## src/hdl/ptlpb_pkg.sv

```systemverilog
// ----------------------------------------------------------------------------
// ptlpb_pkg: shared types and constants of the PCIe request TLP builder
// Command codes, TLP header codes, channel widths and the descriptor that
// travels from the front end through the queue to the back end.
// ----------------------------------------------------------------------------
`timescale 1ns / 1ps
`default_nettype none

package ptlpb_pkg;

   // request command codes
   localparam logic [1:0] CMD_CFG_RD = 2'd0;
   localparam logic [1:0] CMD_CFG_WR = 2'd1;
   localparam logic [1:0] CMD_MEM_RD = 2'd2;
   localparam logic [1:0] CMD_MEM_WR = 2'd3;

   // TLP type field codes
   localparam logic [4:0] TLP_TYPE_CFG0 = 5'h04;
   localparam logic [4:0] TLP_TYPE_MEM  = 5'h00;

   // fmt bits
   localparam logic [2:0] FMT_WITH_DATA = 3'h2;
   localparam logic [2:0] FMT_4DW       = 3'h1;

   localparam logic [3:0] MAX_ACCESS_BYTES = 4'd8;

   localparam int MAX_WORDS    = 7;
   localparam int PAY_WORDS    = 3;
   localparam int REQ_TDATA_W  = 152;
   localparam int RSP_TDATA_W  = 40;
   localparam int RID_W        = 16;

   typedef logic [31:0] ptlpb_word_type;

   typedef struct packed {
      ptlpb_word_type [MAX_WORDS-1:0] words;
      logic [2:0]                     last_idx;
      logic [7:0]                     tag;
   } ptlpb_desc_type;

   typedef struct packed {
      logic full;
      logic empty;
   } ptlpb_qstat_type;

endpackage

`default_nettype wire

```

## src/hdl/ptlpb_front.sv

```systemverilog
// ----------------------------------------------------------------------------
// ptlpb_front: request decode and TLP assembly
// Accepts one request beat, classifies it and builds the full list of TLP
// dwords with its length, byte enables, tag and payload placement.
// ----------------------------------------------------------------------------
`timescale 1ns / 1ps
`default_nettype none

module ptlpb_front (
   input  wire logic                               clock,
   input  wire logic                               reset,
   input  wire logic                               req_tvalid,
   output logic                                    req_tready,
   input  wire logic [ptlpb_pkg::REQ_TDATA_W-1:0]  req_tdata,
   input  wire logic                               csr_we,
   input  wire logic [ptlpb_pkg::RID_W-1:0]        csr_wdata,
   input  wire ptlpb_pkg::ptlpb_qstat_type         qstat,
   output logic                                    push,
   output ptlpb_pkg::ptlpb_desc_type               push_desc
);
   import ptlpb_pkg::*;

   logic [RID_W-1:0] rid_ff, rid_in;
   logic [7:0]       tag_ff, tag_in;

   logic [1:0]   cmd;
   logic [63:0]  addr;
   logic [3:0]   size_raw, size_sat, kept;
   logic [15:0]  bdf;
   logic [63:0]  wdata, wmasked;
   logic         is_cfg, is_write, wide;
   logic [1:0]   off;
   logic [2:0]   room, first_n, rem_n, hdr_n, count, p;
   logic [4:0]   sum, lo_first, lo_last, sum3;
   logic [7:0]   be8;
   logic [3:0]   lead_be, last_be;
   logic [1:0]   mem_dwords, dwords;
   logic [2:0]   fmt;
   logic [4:0]   tlp_type;
   logic [95:0]  pay;
   ptlpb_word_type [PAY_WORDS-1:0] pay_word;
   ptlpb_word_type [3:0]           hw;

   assign req_tready = !qstat.full;
   assign push       = req_tvalid && req_tready;

   always_comb begin
      cmd      = req_tdata[1:0];
      addr     = req_tdata[65:2];
      size_raw = req_tdata[69:66];
      bdf      = req_tdata[85:70];
      wdata    = req_tdata[149:86];

      is_cfg   = (cmd == CMD_CFG_RD) || (cmd == CMD_CFG_WR);
      is_write = (cmd == CMD_CFG_WR) || (cmd == CMD_MEM_WR);
      wide     = !is_cfg && (addr[63:32] != 32'd0);

      // saturate size into 1..MAX_ACCESS_BYTES
      if (size_raw == 4'd0) begin
         size_sat = 4'd1;
      end else if (size_raw > MAX_ACCESS_BYTES) begin
         size_sat = MAX_ACCESS_BYTES;
      end else begin
         size_sat = size_raw;
      end

      off      = addr[1:0];
      room     = 3'd4 - {1'b0, off};
      first_n  = (size_sat < {1'b0, room}) ? size_sat[2:0] : room;
      lo_first = (5'd1 << first_n) - 5'd1;
      be8      = {4'b0, lo_first[3:0]} << off;
      lead_be  = be8[3:0];

      sum        = {1'b0, size_sat} + {3'b0, off};
      sum3       = sum + 5'd3;
      mem_dwords = sum3[3:2];
      dwords     = is_cfg ? 2'd1 : mem_dwords;

      rem_n   = (sum[1:0] == 2'd0) ? 3'd4 : {1'b0, sum[1:0]};
      lo_last = (5'd1 << rem_n) - 5'd1;
      last_be = (!is_cfg && (mem_dwords > 2'd1)) ? lo_last[3:0] : 4'd0;

      // keep only the bytes that land in the request
      kept = is_cfg ? {1'b0, first_n} : size_sat;
      for (int b = 0; b < 8; b++) begin
         wmasked[8*b +: 8] = (4'(b) < kept) ? wdata[8*b +: 8] : 8'd0;
      end
      pay = {32'd0, wmasked} << {off, 3'b000};
      for (int k = 0; k < PAY_WORDS; k++) begin
         pay_word[k] = {pay[32*k +: 8], pay[32*k+8 +: 8],
                        pay[32*k+16 +: 8], pay[32*k+24 +: 8]};
      end

      fmt      = (is_write ? FMT_WITH_DATA : 3'd0) | (wide ? FMT_4DW : 3'd0);
      tlp_type = is_cfg ? TLP_TYPE_CFG0 : TLP_TYPE_MEM;

      hw[0] = {fmt, tlp_type, 14'd0, 8'd0, dwords};
      hw[1] = {rid_ff, tag_ff, last_be, lead_be};
      if (is_cfg) begin
         hw[2] = {bdf, 4'd0, addr[11:2], 2'b00};
      end else if (wide) begin
         hw[2] = addr[63:32];
      end else begin
         hw[2] = {addr[31:2], 2'b00};
      end
      hw[3] = {addr[31:2], 2'b00};

      hdr_n = wide ? 3'd4 : 3'd3;
      count = hdr_n + (is_write ? {1'b0, dwords} : 3'd0);

      // header dwords first, payload dwords right behind them
      for (int j = 0; j < MAX_WORDS; j++) begin
         p = 3'(j) - hdr_n;
         if (j < 4 && 3'(j) < hdr_n) begin
            push_desc.words[j] = hw[j % 4];
         end else if (3'(j) >= hdr_n && p < 3'(PAY_WORDS)) begin
            push_desc.words[j] = pay_word[p[1:0]];
         end else begin
            push_desc.words[j] = 32'd0;
         end
      end
      push_desc.last_idx = count - 3'd1;
      push_desc.tag      = tag_ff;
   end

   always_comb begin
      rid_in = csr_we ? csr_wdata : rid_ff;
      tag_in = push ? tag_ff + 8'd1 : tag_ff;
   end

   always_ff @(posedge clock) begin
      if (reset) begin
         rid_ff <= '0;
         tag_ff <= '0;
      end else begin
         rid_ff <= rid_in;
         tag_ff <= tag_in;
      end
   end

endmodule

`default_nettype wire

```

## src/hdl/ptlpb_queue.sv

```systemverilog
// ----------------------------------------------------------------------------
// ptlpb_queue: two-entry descriptor queue
// Decouples request decode from dword emission.
// ----------------------------------------------------------------------------
`timescale 1ns / 1ps
`default_nettype none

module ptlpb_queue (
   input  wire logic                        clock,
   input  wire logic                        reset,
   input  wire logic                        push,
   input  wire ptlpb_pkg::ptlpb_desc_type   push_desc,
   input  wire logic                        pop,
   output ptlpb_pkg::ptlpb_desc_type        head,
   output ptlpb_pkg::ptlpb_qstat_type       qstat
);
   import ptlpb_pkg::*;

   ptlpb_desc_type entry_ff [2];
   logic       wr_ptr_ff, wr_ptr_in;
   logic       rd_ptr_ff, rd_ptr_in;
   logic [1:0] cnt_ff, cnt_in;

   assign head        = entry_ff[rd_ptr_ff];
   assign qstat.full  = (cnt_ff == 2'd2);
   assign qstat.empty = (cnt_ff == 2'd0);

   always_comb begin
      wr_ptr_in = push ? !wr_ptr_ff : wr_ptr_ff;
      rd_ptr_in = pop ? !rd_ptr_ff : rd_ptr_ff;
      cnt_in    = cnt_ff + {1'b0, push} - {1'b0, pop};
   end

   always_ff @(posedge clock) begin
      if (reset) begin
         wr_ptr_ff <= 1'b0;
         rd_ptr_ff <= 1'b0;
         cnt_ff    <= 2'd0;
      end else begin
         wr_ptr_ff <= wr_ptr_in;
         rd_ptr_ff <= rd_ptr_in;
         cnt_ff    <= cnt_in;
      end
   end

   always_ff @(posedge clock) begin
      if (push) begin
         entry_ff[wr_ptr_ff] <= push_desc;
      end
   end

endmodule

`default_nettype wire

```

## src/hdl/ptlpb_back.sv

```systemverilog
// ----------------------------------------------------------------------------
// ptlpb_back: dword emitter
// Walks the head descriptor one dword a cycle into the output register while rsp is not stalled.
// ----------------------------------------------------------------------------
`timescale 1ns / 1ps
`default_nettype none

module ptlpb_back (
   input  wire logic                               clock,
   input  wire logic                               reset,
   input  wire ptlpb_pkg::ptlpb_desc_type          head,
   input  wire ptlpb_pkg::ptlpb_qstat_type         qstat,
   output logic                                    pop,
   output logic                                    rsp_tvalid,
   input  wire logic                               rsp_tready,
   output logic [ptlpb_pkg::RSP_TDATA_W-1:0]       rsp_tdata,
   output logic                                    rsp_tlast
);
   import ptlpb_pkg::*;

   logic [2:0]     idx_ff, idx_in;
   logic           valid_ff, valid_in;
   ptlpb_word_type word_ff, word_in;
   logic           last_ff, last_in;
   logic [7:0]     tag_ff, tag_in;
   logic           load, at_end;

   assign load   = !qstat.empty && (!valid_ff || rsp_tready);
   assign at_end = (idx_ff == head.last_idx);
   assign pop    = load && at_end;

   always_comb begin
      idx_in   = idx_ff;
      valid_in = valid_ff;
      word_in  = word_ff;
      last_in  = last_ff;
      tag_in   = tag_ff;
      if (load) begin
         idx_in   = at_end ? 3'd0 : idx_ff + 3'd1;
         valid_in = 1'b1;
         word_in  = head.words[idx_ff];
         last_in  = at_end;
         tag_in   = head.tag;
      end else if (rsp_tready) begin
         valid_in = 1'b0;
      end
   end

   always_ff @(posedge clock) begin
      if (reset) begin
         idx_ff   <= 3'd0;
         valid_ff <= 1'b0;
      end else begin
         idx_ff   <= idx_in;
         valid_ff <= valid_in;
      end
   end

   always_ff @(posedge clock) begin
      word_ff <= word_in;
      last_ff <= last_in;
      tag_ff  <= tag_in;
   end

   assign rsp_tvalid = valid_ff;
   assign rsp_tdata  = {tag_ff, word_ff};
   assign rsp_tlast  = last_ff;

endmodule

`default_nettype wire

```

## src/hdl/pcie_request_tlp_builder.sv

```systemverilog
// ----------------------------------------------------------------------------
// pcie_request_tlp_builder: host request to PCIe request TLP dword stream
// Builds config and memory read/write request TLPs, one dword per beat.
// ----------------------------------------------------------------------------
//
//   channel | dir | beat contents
//   --------+-----+--------------------------------------------------------
//   req_*   | in  | one request: command, address, access_size, bdf, data
//   rsp_*   | out | one TLP dword with its tag, tlast on the final dword
//   csr_*   | in  | requester id write, taken whenever csr_we is high
//
// A request is 3 to 7 dwords long; the back end emits one dword a cycle
// from the head of the queue while rsp_tready does not stall the output.
// The front end takes a new request every cycle while the two-entry queue
// has room, so decode of the next request overlaps emission of this one.
// Reset clears the tag counter, the requester id, the queue and the output.
// A stalled rsp beat holds in the output register while the queue fills.
`timescale 1ns / 1ps
`default_nettype none

module pcie_request_tlp_builder (
   input  wire logic                               clock,
   input  wire logic                               reset,
   input  wire logic                               req_tvalid,
   output logic                                    req_tready,
   // [1:0] command, [65:2] address, [69:66] access_size,
   // [85:70] target_bdf, [149:86] write_data, [151:150] zero
   input  wire logic [ptlpb_pkg::REQ_TDATA_W-1:0]  req_tdata,
   output logic                                    rsp_tvalid,
   input  wire logic                               rsp_tready,
   // [31:0] tlp_word, [39:32] tag_used
   output logic [ptlpb_pkg::RSP_TDATA_W-1:0]       rsp_tdata,
   output logic                                    rsp_tlast,
   input  wire logic                               csr_we,
   input  wire logic [ptlpb_pkg::RID_W-1:0]        csr_wdata
);
   import ptlpb_pkg::*;

   ptlpb_desc_type  push_desc, head;
   ptlpb_qstat_type qstat;
   logic            push, pop;

   // decode and assemble the TLP, own the tag counter and requester id
   ptlpb_front u_front (
      .clock      (clock),
      .reset      (reset),
      .req_tvalid (req_tvalid),
      .req_tready (req_tready),
      .req_tdata  (req_tdata),
      .csr_we     (csr_we),
      .csr_wdata  (csr_wdata),
      .qstat      (qstat),
      .push       (push),
      .push_desc  (push_desc)
   );

   // hold finished descriptors between the two halves
   ptlpb_queue u_queue (
      .clock     (clock),
      .reset     (reset),
      .push      (push),
      .push_desc (push_desc),
      .pop       (pop),
      .head      (head),
      .qstat     (qstat)
   );

   // advance through the head descriptor one dword per beat
   ptlpb_back u_back (
      .clock      (clock),
      .reset      (reset),
      .head       (head),
      .qstat      (qstat),
      .pop        (pop),
      .rsp_tvalid (rsp_tvalid),
      .rsp_tready (rsp_tready),
      .rsp_tdata  (rsp_tdata),
      .rsp_tlast  (rsp_tlast)
   );

endmodule

`default_nettype wire

```

## config.mk

```make
export PLATFORM = sky130hd
export DESIGN_NAME = pcie_request_tlp_builder
export DESIGN_NICKNAME = d
export VERILOG_FILES = /design/src/hdl/ptlpb_pkg.sv /design/src/hdl/ptlpb_front.sv /design/src/hdl/ptlpb_queue.sv /design/src/hdl/ptlpb_back.sv /design/src/hdl/pcie_request_tlp_builder.sv
export SDC_FILE = /design/constraint.sdc
export NUM_CORES = 1
export LEC_CHECK = 0
export BUFFER_PORTS_ARGS = -buffer_cell sky130_fd_sc_hd__buf_4
export CORE_ASPECT_RATIO = 1.75
export CORE_MARGIN = 3
export CORE_UTILIZATION = 40
export CTS_CLUSTER_SIZE = 25
export DETAILED_ROUTE_END_ITERATION = 7
export HOLD_SLACK_MARGIN = 0.02
export PLACE_DENSITY = 0.58
export SYNTH_ARGS = -nofsm -noshare
export SYNTH_HDL_FRONTEND = slang
export SYNTH_SLANG_ARGS = --single-unit
```

## constraint.sdc

```tcl
create_clock -name clock -period 15.95 [get_ports clock]
set_input_delay 3.19 -clock clock [delete_from_list [all_inputs] [get_ports clock]]
set_output_delay 3.19 -clock clock [all_outputs]
set_load 0.02 [all_outputs]
```

After elaboration in Yosys (flattened, before gate mapping)
Memories as Yosys holds them, arrays and structs flattened. A register that Yosys moved wholly into a read port is not among the register bits.
Index checks and enable logic that the tools add are counted.

word-level totals
  flip-flop bits (word level) = 73
  memory bits (writable) = 470
  input port bits = 173
  output and inout port bits = 43
  memories kept = 1

cells by class
  add/sub/neg operators = 18
  order comparisons = 37
  eq/ne operators = 4
  shift operators = 4
  mux-type cells = 56
  bitwise logic cells = 1
  reduce and logical (&&, ||, !) cells = 27

memory list
  memory            words  bits a word  rd ports  clocked after memory_dff  write ports  line               RTL
  u_queue.entry_ff  2      235          1         1                         1            ptlpb_queue.sv:19  ptlpb_desc_type entry_ff [2];

operator list
  kind                                                                                count
  32-bit 2-to-1 mux                                                                   21
  32-bit binary-select mux with 2-bit select                                          7
  32-bit binary-select mux with 3-bit select                                          1
  64-bit by 5-bit left shift with 96-bit output                                       1
  8-bit 2-to-1 mux                                                                    8
  32-bit nonzero test                                                                 1
  2-bit by 3-bit < comparator with 1-bit output, second input constant                7
  3-bit by 2-bit < comparator with 1-bit output, second input constant                7
  3-bit by 4-bit < comparator with 1-bit output, first input constant                 4
  4-bit 2-to-1 mux                                                                    4
  3-bit 2-to-1 mux                                                                    5
  1-bit logical AND                                                                   12
  3-bit greater-or-equal comparator, first input constant                             3
  3-bit subtractor, first input constant                                              3
  8-bit by 1-bit adder with 8-bit output, second input constant                       1
  1-bit by 4-bit < comparator with 1-bit output, first input constant                 2
  2-bit by 4-bit < comparator with 1-bit output, first input constant                 2
  1-bit by 3-bit left shift with 4-bit output, first input constant                   2
  4-bit by 1-bit subtractor with 4-bit output, second input constant                  2
  1-bit 2-to-1 mux                                                                    7
  1-bit by 3-bit greater-or-equal comparator with 1-bit output, first input constant  2
  2-bit by 3-bit greater-or-equal comparator with 1-bit output, first input constant  2
  1-bit zero test                                                                     6
  2-bit zero test                                                                     3
  other kinds (25)                                                                    34

Depth between registers and ports, before layout
  depth in word-level cells = 13
  depth in mapped cells = 16

Hierarchy
Synthesis repeated with hierarchy kept, for this count alone.

second synthesis, totals
  cells, all modules = 1,818
  area total of the unflattened synthesis = 26,261.4 sq um

by module, submodules not included
  module       instances  cells an instance  area each (sq um)
  ptlpb_queue  1          752                17,782.1
  ptlpb_front  1          779                5,250.0
  ptlpb_back   1          287                3,229.3

Least setup slack after synthesis
Ideal clock, no wire load.

  kind = input-to-reg
  from = input port req_tvalid
  to = memory u_queue.entry_ff[0][100] in the netlist's numbering (enable)
  setup time = 0.770 ns
  arrival time = 12.049 ns
  slack = 3.131 ns
  stages on the path = 3
  buffers on the path = 1
  cell sequence = and2_1 > clkbuf_1 > nor2b_1

on the way
  cells in the longest elaborated chain, start to end = 3

ends and longest elaborated chain
  item                                    line                            RTL
  start: declaration                      pcie_request_tlp_builder.sv:24  input wire logic req_tvalid,
  1-bit logical AND                       ptlpb_front.sv:45               assign push = req_tvalid && req_tready;
  via push                                pcie_request_tlp_builder.sv:41  logic push, pop;
  1-bit 2-to-1 mux                        ptlpb_queue.sv:47               if (push) begin
  1-bit 2-to-1 mux (implied by the code)  ptlpb_queue.sv:48               entry_ff[wr_ptr_ff] <= push_desc;
  end: declaration                        ptlpb_queue.sv:19

The timed path passes the listed nets, and every way through them passes these cells.

==> flow_summary.json <==
{
  "status": "finished clean",
  "yosysSeqAreaShare": 0.640,
  "slew_headroom": 0.120,
  "synth-xor-area-share": 0.00710,
  "r2r-end": "u_back.word_ff[18]",
  "die_w_um": 179,
  "worstHoldStart": "u_front.rid_ff[2]",
  "hp-class": "reg2reg",
  "synth_area_leaders": "edfxtp_1 (61%), mux4_2 (7.4%), dfxtp_1 (3.2%)",
  "combinationalPowerShare": 0.245,
  "yosys.area_share.simple": 0.0647,
  "firstDrtPassIters": 6,
  "synth_edf_count": 425,
  "setup-violations-final": 0,
  "final_net_count": 1840,
  "clk_latency_ns": 0.55,
  "yosys.area.top_type_share": 0.609,
  "cts_root_buffer": "clkbuf_16",
  "multiInputGateArea_mm2": 0.00708,
  "met2_usage": 0.404,
  "crit_fanout": 44,
  "finalMaxSlewViolations": 0,
  "clkPwrFrac": 0.278,
  "setup_tns_ns": 0,
  "n_antenna_cell": 0,
  "switching_share": 0.296,
  "crit_type": "in2reg",
  "clockBufferDepth": 3,
  "vias": 14300,
  "routed_wl_um": 67600,
  "grt_start_max_net_pins": 166,
  "place_inst": 2281,
  "yosys_register_bits": 458,
  "yosysWarnings": 0,
  "num-fill-cells": 4614,
  "yosysMostFrequentCell": "edfxtp_1",
  "cap_violations": 0,
  "clk_pin_slew_ns": 0.06,
  "ant_nets": 0,
  "power.internal_mw": 2.50,
  "synth.net_count": 1660,
  "pwr_density_cell_mw_per_mm2": 145,
  "ys.flop_type": "edfxtp_1",
  "leakagePower_nw": 8.51,
  "synth_fa_ha_area_frac": 0.00967,
  "placement.io_buffers": 213,
  "skew_ns": 0.0156,
  "fp.coreArea_mm2": 0.0516,
  "antenna_found_initial": 0,
  "cp-start-kind": "input port",
  "top_usage_layer": "met2",
  "rrSetupSlack_ns": 11.97,
  "grtUsageTotal": 0.242,
  "gp_congestion": 0.952,
  "start_util": 0.406,
  "min_to": "u_queue.entry_ff[1][61]",
  "worstPathArrival_ns": 7.81,
  "dieArea_mm2": 0.0553,
  "area_delta_synth_final_pct": 17.2,
  "grt_pass1_vias": 14200,
  "layout_min_cycle_time_ns": 7.63,
  "post_drt_wl_per_cell_um": 28.6,
  "hold_violations": 0,
  "cts_tree": "done",
  "crit_chain": "buf_4, inv_1, buf_4, ha_1, inv_1, ha_1, nand2b_1, o211ai_4, mux2i_2, a31oi_1, o211a_4, a222oi_1, a221oi_1",
  "synth_top_family_by_area": "compound AO/OA/AOI/OAI gates",
  "mappedNetlistArea_mm2": 0.0210,
  "worst-r2r-cell-count": 5,
  "grt_use_met3": 0.0230,
  "worst_pin_slew_ns": 1.32,
  "finalWorstSetupSlack_ns": 8.32,
  "hpwlAfterDp_um": 48700,
  "post_cts_resize_count": 0,
  "cp_slowest_cell": "a222oi_1",
  "synthTopCellsByCount": "edfxtp_1 (425), nor2_1 (114), nand2_1 (107), a21oi_1 (98), clkbuf_1 (71)",
  "post_cts_buffers": 0,
  "end_kind": "flip-flop",
  "async_reset_ff_frac": 0,
  "yosys.area.top_type": "edfxtp_1",
  "syn_area_per_cell_um2": 14.2,
  "grt-ovfl-total": 0,
  "fmax_ghz": 0.131,
  "vdd_drop_max_mv": 0.0871,
  "cts_buffers": 42,
  "cts_sinks": 458,
  "die_h_um": 309,
  "pre_cts_ws_ns": 7.86,
  "ys_types": 81,
  "hold_depth": 0,
  "grt_pass1_wl_um": 96700,
  "vias_per_cell": 6.05,
  "layout.cells.non_filler": 2359,
  "critical-path-max-stage-delay_ns": 1.03,
  "synthMuxAreaShare": 0.117,
  "ff_latch_area_mm2": 0.0134,
  "io_pins": 216,
  "critPathRequiredTime_ns": 16.13,
  "rsz0062_at_grt": "no",
  "fin_crit_sh": 0.478,
  "p_seq_frac": 0.477,
  "drtIter0Drc": 1569,
  "drc": 0,
  "cts_hold_buf": 0,
  "p_switching_mw": 1.05,
  "drive_above_1_share": 0.254,
  "netlist_instances": 1473,
  "htree_num_levels": 2,
  "synth-compound-area-share": 0.137,
  "gr-usage-met1": 0.310,
  "placementRows": 110
}
==> stage by stage <==
stage / hold slack (ns) / utilization / area, um2 / power (mW)
global placement: 0.434 / 0.450 / 23200 / 2.59
floorplan: 0.425 / - / 21000 / 2.29
finish: 0.465 / 0.476 / 24600 / 3.56
detailed placement: 0.453 / 0.450 / 23200 / 2.61
global route: 0.482 / 0.476 / 24600 / 3.71
CTS: 0.469 / 0.476 / 24600 / 3.59
==> cell usage in the layout, fill, tap and decap left out, types with 30 or more instances in the layout <==
cell / instances
edfxtp_1: 425
buf_4: 238
nor2_1: 113
nand2_1: 107
a21oi_1: 98
mux4_2: 69
a22oi_1: 60
mux2i_1: 57
o21ai_0: 50
clkbuf_16: 43
a22o_1: 30
a221oi_1: 30
dfxtp_1: 30
==> power by group through the flow <==
| stage | registers (mW) | clock network [mW] | logic (mW) |
|---|---|---|---|
| floorplan | 1.80 | 0 | 0.488 |
| global placement | 1.71 | 0 | 0.871 |
| detailed placement | 1.73 | 0 | 0.880 |
| CTS | 1.70 | 1.01 | 0.882 |
| global route | 1.72 | 1.06 | 0.935 |
| finish | 1.70 | 0.987 | 0.871 |
==> layer usage <==
layer	routed length, um	vias to the layer above
li1	-	6241
met4	4270	0
met1	26000	7207
met2	33400	685
met5	0	-
met3	3910	145
==> registers in the layout, summed over array words and instances, names as in the netlist, named ones only <==
register,count
u_back.idx_ff,3
u_back.rsp_tvalid,1
u_front.rid_ff,16
u_back.tag_ff,8
u_back.rsp_tlast,1
u_front.tag_ff,8
u_back.word_ff,32
u_queue.entry_ff,384
u_queue.wr_ptr_ff,1
u_queue.cnt_ff,2
u_queue.rd_ptr_ff,1
==> critical path: cells and delay by family <==
kind	cells	cell delay (ns)
muxes	1	0.41
adders and majority gates	2	0.86
AOI/OAI and AO/OA	5	2.21
and+or+nand+nor	1	0.19
buffers and inverters	4	0.92
==> worst max-delay path by stage <==
stage,from,end,cells after the start
floorplan,req_tvalid,u_queue.entry_ff[0][100],3
global placement,req_tdata[3],u_queue.entry_ff[0][150],13
detailed placement,req_tdata[3],u_queue.entry_ff[0][150],13
CTS,req_tdata[3],u_queue.entry_ff[0][150],13
global route,req_tdata[3],u_queue.entry_ff[0][150],13
finish,req_tdata[3],u_queue.entry_ff[0][150],13
==> kinds of logic after synthesis <==
family,after synthesis
AO/OA/AOI/OAI,400
adder cells (fa/ha/maj),16
multiplexers,155
flip-flops,458
buffers and inverters,125
AND/OR/NAND/NOR,302
XOR/XNOR,17
==> layout make-up <==
type	instances	share of cell area
Sequential cell	458	0.546
Clock inverter	27	0.00926
Timing Repair Buffer	239	0.0735
Inverter	22	0.00341
Tap cell	672	0.0342
Clock buffer	51	0.0454
Multi-Input combinational cell	890	0.288
(Power assumes the default switching activity.)
